--- config.mk ---
export PLATFORM = sky130hd
export DESIGN_NAME = ipt_ctrl
export DESIGN_NICKNAME = d
export VERILOG_FILES = /design/src/rtl/ipt_pkg.sv /design/src/rtl/ipt_ctrl.sv
export VERILOG_INCLUDE_DIRS = /design/src /design/src/rtl
export SDC_FILE = /design/constraint.sdc
export NUM_CORES = 1
export LEC_CHECK = 0
export BUFFER_PORTS_ARGS = -buffer_cell sky130_fd_sc_hd__buf_2
export CAP_MARGIN = 40
export CORE_AREA = 4 4 41 43
export CTS_BUF_LIST = sky130_fd_sc_hd__clkbuf_2 sky130_fd_sc_hd__clkbuf_4 sky130_fd_sc_hd__clkbuf_8
export DETAILED_ROUTE_END_ITERATION = 6
export DIE_AREA = 0 0 45 47
export PLACE_DENSITY_LB_ADDON = 0.2
export SLEW_MARGIN = 30
export SYNTH_ARGS = -nofsm -noshare
export SYNTH_HDL_FRONTEND = slang
export SYNTH_SLANG_ARGS = --single-unit
--- constraint.sdc ---
create_clock -name clk -period 2.43 [get_ports clk]
set_clock_uncertainty 0.15 [all_clocks]
set_input_delay 0.6075 -clock clk [delete_from_list [all_inputs] [get_ports clk]]
set_output_delay 0.6075 -clock clk [all_outputs]
set_load 0.05 [all_outputs]
--- src/rtl/ipmb_pending_request_tracker_defines.svh ---
// ----------------------------------------------------------------------------
// IPMB pending request tracker: assertion macros
// Shared concurrent assertion shorthands, clocked on clk; IPT_ASSERT is disabled during rst.
// ----------------------------------------------------------------------------
`ifndef IPMB_PENDING_REQUEST_TRACKER_DEFINES_SVH
`define IPMB_PENDING_REQUEST_TRACKER_DEFINES_SVH

// checked only out of reset
`define IPT_ASSERT(lbl, prop, msg) \
  lbl: assert property (@(posedge clk) disable iff (rst) prop) else $error(msg);

// checked also during reset
`define IPT_ASSERT_ALWAYS(lbl, prop, msg) \
  lbl: assert property (@(posedge clk) prop) else $error(msg);

`endif

--- src/rtl/ipt_pkg.sv ---
// ----------------------------------------------------------------------------
// IPMB pending request tracker package
// Shared widths, codes and controller/datapath interface types.
// ----------------------------------------------------------------------------
`timescale 1ns / 1ps

package ipt_pkg;

  localparam int NUM_ENTRIES_DEF = 256;
  localparam int SEQ_COUNT_DEF   = 64;

  localparam int KEY_W = 31;  // bcast, sa, lun, seq, netfn, cmd
  localparam int TAG_W = 48;  // msg tag, reply port
  localparam int TMR_W = 16;
  localparam int EXP_W = 9;

  localparam logic [5:0] REQ_NETFN_MASK = 6'h3E;
  localparam logic [5:0] RSP_NETFN_BIT  = 6'h01;

  localparam logic [15:0] TIMEOUT_LIMIT_RST   = 16'd5000;
  localparam logic [15:0] DEFAULT_TIMEOUT_RST = 16'd1000;
  localparam logic [15:0] TICK_PERIOD_RST     = 16'd100;
  localparam logic [7:0]  BROADCAST_ADDR_RST  = 8'd0;

  localparam logic [1:0] REG_TIMEOUT_LIMIT   = 2'd0;
  localparam logic [1:0] REG_DEFAULT_TIMEOUT = 2'd1;
  localparam logic [1:0] REG_TICK_PERIOD     = 2'd2;
  localparam logic [1:0] REG_BROADCAST_ADDR  = 2'd3;

  localparam logic [1:0] KIND_SEND = 2'd0;
  localparam logic [1:0] KIND_RSP  = 2'd1;
  localparam logic [1:0] KIND_TICK = 2'd2;
  localparam logic [1:0] KIND_NONE = 2'd3;

  localparam logic [2:0] ST_ACCEPTED  = 3'd0;
  localparam logic [2:0] ST_NO_ENTRY  = 3'd1;
  localparam logic [2:0] ST_NO_SEQ    = 3'd2;
  localparam logic [2:0] ST_MATCHED   = 3'd3;
  localparam logic [2:0] ST_UNMATCHED = 3'd4;
  localparam logic [2:0] ST_TICK      = 3'd5;
  localparam logic [2:0] ST_PASS      = 3'd6;

  typedef struct packed {
    logic start;
    logic scan;
    logic seq_step;
    logic commit;
    logic load_out;
  } ipt_cmd_t;

  typedef struct packed {
    logic in_pass;
    logic in_none;
    logic kind_send;
    logic free_found;
    logic scan_done;
    logic seq_free;
    logic seq_last;
    logic out_busy;
  } ipt_stat_t;

endpackage

--- src/rtl/ipt_ctrl.sv ---
// ----------------------------------------------------------------------------
// IPMB tracker controller
// Sequences accept, table scan, sequence search, commit and result load.
// ----------------------------------------------------------------------------
`timescale 1ns / 1ps
`include "ipmb_pending_request_tracker_defines.svh"

module ipt_ctrl import ipt_pkg::*; (
  input  logic      clk,
  input  logic      rst,
  input  logic      in_valid,
  output logic      in_stall,
  input  ipt_stat_t st,
  output ipt_cmd_t  cmd
);

  typedef enum logic [4:0] {
    S_IDLE   = 5'b00001,
    S_SCAN   = 5'b00010,
    S_SEQ    = 5'b00100,
    S_COMMIT = 5'b01000,
    S_OUT    = 5'b10000
  } state_t;

  state_t state, state_next;
  logic   accept;

  assign in_stall = (state != S_IDLE);
  assign accept   = in_valid && (state == S_IDLE);

  always_comb begin
    state_next = state;
    cmd        = '0;
    unique case (state)
      S_IDLE: begin
        cmd.start = accept;
        if (accept) begin
          state_next = (st.in_pass || st.in_none) ? S_OUT : S_SCAN;
        end
      end
      S_SCAN: begin
        cmd.scan = 1'b1;
        if (st.scan_done) begin
          state_next = (st.kind_send && st.free_found) ? S_SEQ : S_COMMIT;
        end
      end
      S_SEQ: begin
        cmd.seq_step = 1'b1;
        if (st.seq_free || st.seq_last) begin
          state_next = S_COMMIT;
        end
      end
      S_COMMIT: begin
        cmd.commit = 1'b1;
        state_next = S_OUT;
      end
      S_OUT: begin
        if (!st.out_busy) begin
          cmd.load_out = 1'b1;
          state_next   = S_IDLE;
        end
      end
      default: state_next = S_IDLE;
    endcase
  end

  always_ff @(posedge clk) begin
    if (rst) begin
      state <= S_IDLE;
    end else begin
      state <= state_next;
    end
  end

  `IPT_ASSERT(a_accept_leaves_idle, accept |=> (state != S_IDLE), "accept stayed idle")
  `IPT_ASSERT(a_seq_only_send, (state == S_SEQ) |-> st.kind_send, "seq search on non-send")
  `IPT_ASSERT(a_commit_then_out, (state == S_COMMIT) |=> (state == S_OUT), "commit not followed by output")
  `IPT_ASSERT_ALWAYS(a_load_not_stalled, cmd.load_out |-> !st.out_busy, "result load over held result")

endmodule

---- Word level (Yosys, flattened, before mapping) ----
Index checks and enable logic that the tools add are counted.
storage, ports and cells
  register bits ........................... 5
  input port bits ......................... 11
  output and inout bits ................... 6
  word-level logic and storage cells ...... 29
operators by class
  eq/ne operators ......................... 10
  multiplexer cells ....................... 13
  reduce and logical (&&, ||, !) cells .... 5
operators with widths
  cell                                                  number
  2-to-1 mux 5 bit                                      5
  case mux 5 bit (5 select lines)                       1
  != test 2 bit (second input constant)                 4
  2-to-1 mux 1 bit                                      6
  equality test 5 x 1 -> 1 bit (second input constant)  1
  equality test 5 x 2 -> 1 bit (second input constant)  1
  equality test 5 x 3 -> 1 bit (second input constant)  1
  equality test 5 x 4 -> 1 bit (second input constant)  1
  equality test 5 bit (second input constant)           1
  != test 5 x 1 -> 1 bit (second input constant)        1
  2-to-1 mux 4 bit                                      1
  AND reduction 4 bit                                   1
  logical AND 1 bit                                     2
  logical OR 1 bit                                      2

---- Depth between registers and ports, before layout ----
Gate-level depths: netlist of the first run.
  word-level depth ........................ 4
  depth in mapped cells ................... 6
  mapped depth without buffers ............ 5

---- Least setup slack after synthesis of the first run ----
OpenSTA, ideal clock, no wires.
  kind .................................... register to output
  start ................................... reg state[1]
  end ..................................... out cmd[4] (netlist bit)
  arrival ................................. 1.915 ns
  required time ........................... 1.673 ns
  path slack .............................. -0.243 ns
  stages on the path, launching flop included .. 4
  buffers on the path ..................... 0
  cell sequence ........................... dfxtp_1 nor3_1 nand3b_1 nor2_1
RTL lines
  item                      line            RTL
  start: declaration        ipt_ctrl.sv:25  state_t state, state_next;
  start signal: assignment  ipt_ctrl.sv:71  state <= state_next;
  end: declaration          ipt_ctrl.sv:14  output ipt_cmd_t cmd

==> results.json, run 1 <==
{
  "slew_headroom": 0.805,
  "top_regs": "state (5)",
  "synth-simple-area-share": 0.393,
  "hold_ws_ps": 452,
  "rsz0062_at_grt": "no",
  "status": "completed",
  "cts_root_buf": "clkbuf_4",
  "seqCellArea_um2": 100,
  "antenna_found_initial": 0,
  "wl_um": 915,
  "synth_mux_area_frac": 0,
  "largest_register_ff_count": 5,
  "synth-xor-area-share": 0.0250,
  "yosysSeqAreaShare": 0.286,
  "cts_tree": "yes",
  "tightestPinTransition_ps": 290,
  "grt_max_degree": 10,
  "setup_viol": 0,
  "power.leakage_uw": 0.000246,
  "ant_nets": 0,
  "vias_per_cell": 5.13,
  "critPathKind": "flop to output port",
  "synth-compound-area-share": 0.250,
  "yosys_warnings": 0,
  "fmax_ghz": 0.445,
  "postCtsSetupBuffers": 0,
  "critPathLaunchType": "flop",
  "syn_avg_cell_area_um2": 7.62,
  "fin_area_um2": 487,
  "clock_path_buffers": 2,
  "synth.distinct_cells": 22,
  "htree_levels": 1,
  "rows": 13,
  "path_max_fanout": 7,
  "powerDensity_nw_per_um2": 716,
  "worst_ir_drop_vdd_mv": 0.308,
  "finalWorstPathRequiredPeriod_ps": 2250,
  "track_usage": 0.109,
  "synth_top_family_by_area": "simple AND/OR/NAND/NOR gates",
  "fp.dieW_um": 45,
  "fin_nets": 77,
  "cp.arrival_ps": 1490,
  "grt_pass1_vias": 389,
  "layout_worst_path_cycle_share": 0.925,
  "grt_overflow": 0,
  "clk_latency_ps": 230,
  "drc": 0,
  "setup-tns-final_ps": 0,
  "cts_hold_buffers": 0,
  "diodes": 0,
  "synth_ff_type": "dfxtp_1",
  "initial_core_util": 0.269,
  "p_total_uw": 348,
  "syn2layout_area_growth_pct": 38.9,
  "drtPass1Iterations": 4,
  "cts_made_buffers": 3,
  "async_flop_share": 0,
  "num_vias": 410,
  "drive_gt1_frac": 0.354,
  "synth_nets": 57,
  "stdcell_count": 80,
  "drv_slew": 0,
  "synth_area_um2": 350,
  "clk_pin_slew_ps": 40,
  "gp_congestion": 0.752,
  "cts.sinks": 5,
  "grt_pass1_wl_um": 1630,
  "yosys.area_share.adder": 0,
  "synth-seq-cells": 5,
  "syn_inst": 46,
  "largest_register": "state",
  "fillers": 158,
  "core-area_um2": 1300,
  "post-place-cells": 76,
  "synth-edff-count": 0,
  "drt_iter0_drc": 1,
  "cp-end-kind": "output port",
  "die_h_um": 47,
  "die_area_um2": 2120,
  "placed_area_um2": 452,
  "hold_viol": 0,
  "cts_resized": 0,
  "crit_required_ps": 1670,
  "pin_count": 17,
  "max_cap_violations": 0,
  "port_buffers": 16,
  "multi_input_area_um2": 246,
  "avgRoutedWirePerCell_um": 11.4,
  "hold_class": "primary input to flop",
  "dp.final_hpwl_um": 758
}
[final cells by class]
class | count | share of cell area
tap | 15 | 0.0386
inverter | 3 | 0.0231
sequential | 5 | 0.206
multi-input combinational | 37 | 0.506
clock buffer | 4 | 0.0617
timing repair buffer | 16 | 0.165
[cell families (layout without fill, tap and decap cells)]
| family | after synthesis | in the layout |
|---|---|---|
| simple gates | 25 | 25 |
| compound gates | 11 | 11 |
| flops | 5 | 5 |
| buf+inv | 4 | 23 |
| xor+xnor | 1 | 1 |
[critical path, stage by stage (launching register included)]
cell      delay, ps
dfxtp_1         350
nor3_1          310
nand3b_1        220
nor2_4          110
buf_2           260
[worst paths after layout]
check	startpoint	end	slack, ps	cells after the start
setup / recovery	state[1]$_SDFFE_PP0P_	cmd[4]	180	4
hold / removal	st[3]	state[1]$_SDFFE_PP0P_	450	2
setup reg to reg	state[0]$_SDFFE_PP1P_	state[2]$_SDFFE_PP0P_	870	4
hold reg to reg	state[4]$_SDFFE_PP0P_	state[4]$_SDFFE_PP0P_	460	2
[report_power, final]
part / total [µW] / internal, µW / leakage [µW] / switching (µW)
clock: 104 / 73.0 / 0.0000184 / 30.6
combinational: 138 / 49.3 / 0.000186 / 88.2
sequential: 107 / 91.3 / 0.0000408 / 15.9
total: 348 / 214 / 0.000246 / 135
[layout by cell type (no fill, tap or decap), drive strengths merged, types with 2 or more instances in the layout]
cell type | synthesis | routed
nand3b | 4 | 4
clkbuf | 0 | 4
buf | 1 | 16
nand2 | 5 | 5
nor3b | 2 | 2
o32ai | 2 | 2
nor2 | 4 | 4
dfxtp | 5 | 5
nor3 | 6 | 6
o21ai | 2 | 2
inv | 3 | 3
[metal layers]
metal / GRT usage / share of wire / wire length [µm] / vias to the layer above
li1: - / - / - / 210
met1: 0.127 / 0.45 / 410 / 187
met2: 0.172 / 0.49 / 452 / 11
met3: 0.0115 / 0.047 / 43 / 2
met4: 0.105 / 0.0098 / 9 / 0
met5: 0 / 0 / 0 / -
[synthesized netlist by cell type (all sizes together) (2+ instances only)]
master / number / area, µm²
dfxtp: 5 / 100
nor3: 6 / 30.0
nor3b: 2 / 15.0
o21ai: 2 / 10.0
o32ai: 2 / 17.5
nand2: 5 / 18.8
nand3b: 4 / 30.0
inv: 3 / 11.3
nor2: 4 / 15.0
[stage by stage]
step / util / worst slack [ps]
3_3_place_gp: 0.347 / 337
2_1_floorplan: - / 82.2
3_5_place_dp: 0.347 / 373
4_1_cts: 0.370 / 95.2
6_report: 0.374 / 183
5_1_grt: 0.374 / 11.2
(Power assumes the default switching activity.)
==> run 2: changes to the inputs <==
Settings changed: MAX_ROUTING_LAYER from default to met4.
==> results.json, run 2 (synthesis gave the netlist of run 1 again) <==
{
  "finalWorstPathRequiredPeriod_ps": 2250,
  "stdcell_count": 80,
  "die_h_um": 47,
  "cts.sinks": 5,
  "hold_ws_ps": 452,
  "cp.arrival_ps": 1490,
  "cts_hold_buffers": 0,
  "crit_required_ps": 1670,
  "tightestPinTransition_ps": 290,
  "reg2regPathDepth": 4,
  "pin_count": 17,
  "ant_nets": 0,
  "setup_viol": 0,
  "worst_ir_drop_vdd_mv": 0.308,
  "htree_levels": 1,
  "clock_path_buffers": 2,
  "layout_commonest_cell": "buf_2",
  "powerDensity_nw_per_um2": 716,
  "layout_worst_path_cycle_share": 0.925,
  "drive_gt1_frac": 0.354,
  "slew_headroom": 0.805,
  "clk_pin_slew_ps": 40,
  "setup-tns-final_ps": 0,
  "diodes": 0,
  "grt_overflow": 0,
  "antenna_found_initial": 0,
  "drv_slew": 0,
  "syn2layout_area_growth_pct": 38.9,
  "reg2reg_to": "state[2]$_SDFFE_PP0P_",
  "cts_tree": "yes",
  "postCtsSetupBuffers": 0,
  "hold_viol": 0,
  "initial_core_util": 0.269,
  "min_to": "state[1]$_SDFFE_PP0P_",
  "top_regs": "state (5)",
  "hold_depth": 2,
  "clk_latency_ps": 230,
  "fin_nets": 77,
  "cp-end-kind": "output port",
  "min_from": "st[3]",
  "avgRoutedWirePerCell_um": 11.4,
  "num_vias": 410,
  "fp.dieW_um": 45,
  "largest_register_ff_count": 5,
  "gp_congestion": 0.762,
  "fmax_ghz": 0.445,
  "status": "completed",
  "track_usage": 0.113,
  "r2r_start": "state[0]$_SDFFE_PP1P_",
  "fin_ws_ps": 183,
  "max_cap_violations": 0,
  "grt_max_degree": 10,
  "rows": 13,
  "power.leakage_uw": 0.000246,
  "critPathKind": "flop to output port",
  "drc": 0,
  "die_area_um2": 2120,
  "wl_um": 915,
  "drtPass1Iterations": 4,
  "cts_resized": 0,
  "post-route-util": 0.374,
  "r2r_slack_ps": 870,
  "dp.final_hpwl_um": 758,
  "grt_pass1_wl_um": 1630,
  "fillers": 158,
  "core-area_um2": 1300,
  "path_max_fanout": 7,
  "largest_register": "state",
  "rsz0062_at_grt": "no",
  "post-place-cells": 76,
  "cts_root_buf": "clkbuf_4",
  "critPathLaunchType": "flop",
  "port_buffers": 16,
  "grt_pass1_vias": 390,
  "vias_per_cell": 5.13,
  "place_ws_ps": 373,
  "drt_iter0_drc": 1,
  "cts_made_buffers": 3,
  "layout_common_cells": "buf_2 (16), nor3_1 (5), nand2_1 (5), dfxtp_1 (5)",
  "hold_class": "primary input to flop"
}
[run 2: cell counts in the layout (fill, tap and decap cells not counted)]
Identical to the previous run, type by type.
[run 2: cell type report]
cell class / count / area [µm²] / area share
Multi-Input combinational cell: 37 / 246 / 0.506
Inverter: 3 / 11.3 / 0.0231
Sequential cell: 5 / 100 / 0.206
Tap cell: 15 / 18.8 / 0.0386
Timing Repair Buffer: 16 / 80.1 / 0.165
Clock buffer: 4 / 30.0 / 0.0617
[run 2: worst max-delay path by stage]
stage / depth (start not counted) / end / startpoint / slack, ps
after CTS: 4 / cmd[3] / state[2]$_SDFFE_PP0P_ / 100
after floorplan: 3 / cmd[4] / state[1]$_SDFFE_PP0P_ / 80
after detailed placement: 4 / cmd[3] / state[2]$_SDFFE_PP0P_ / 370
after global placement: 4 / cmd[3] / state[2]$_SDFFE_PP0P_ / 340
after global routing: 4 / cmd[4] / state[1]$_SDFFE_PP0P_ / 10
final: 4 / cmd[4] / state[1]$_SDFFE_PP0P_ / 180
[run 2: through the flow]
step                      instance area, µm²  power, µW
after floorplan                          358        210
after global placement                   452        247
after detailed placement                 452        245
after CTS                                482        355
after global routing                     487        374
final                                    487        348
[run 2: per-layer routing]
metal | routed length [µm] | up-vias | global-route usage
li1 | - | 210 | -
met1 | 410 | 187 | 0.127
met2 | 452 | 11 | 0.172
met3 | 43 | 2 | 0.0115
met4 | 9 | 0 | 0.105
met5 | 0 | - | -
[run 2: critical path, cell delays in order (launching register included)]
cell      delay (ps)
dfxtp_1          350
nor3_1           310
nand3b_1         220
nor2_4           110
buf_2            260
[run 2: where the power goes]
part | internal (µW) | switching (µW)
registers | 91.3 | 15.9
logic | 49.3 | 88.2
clock network | 73.0 | 30.6
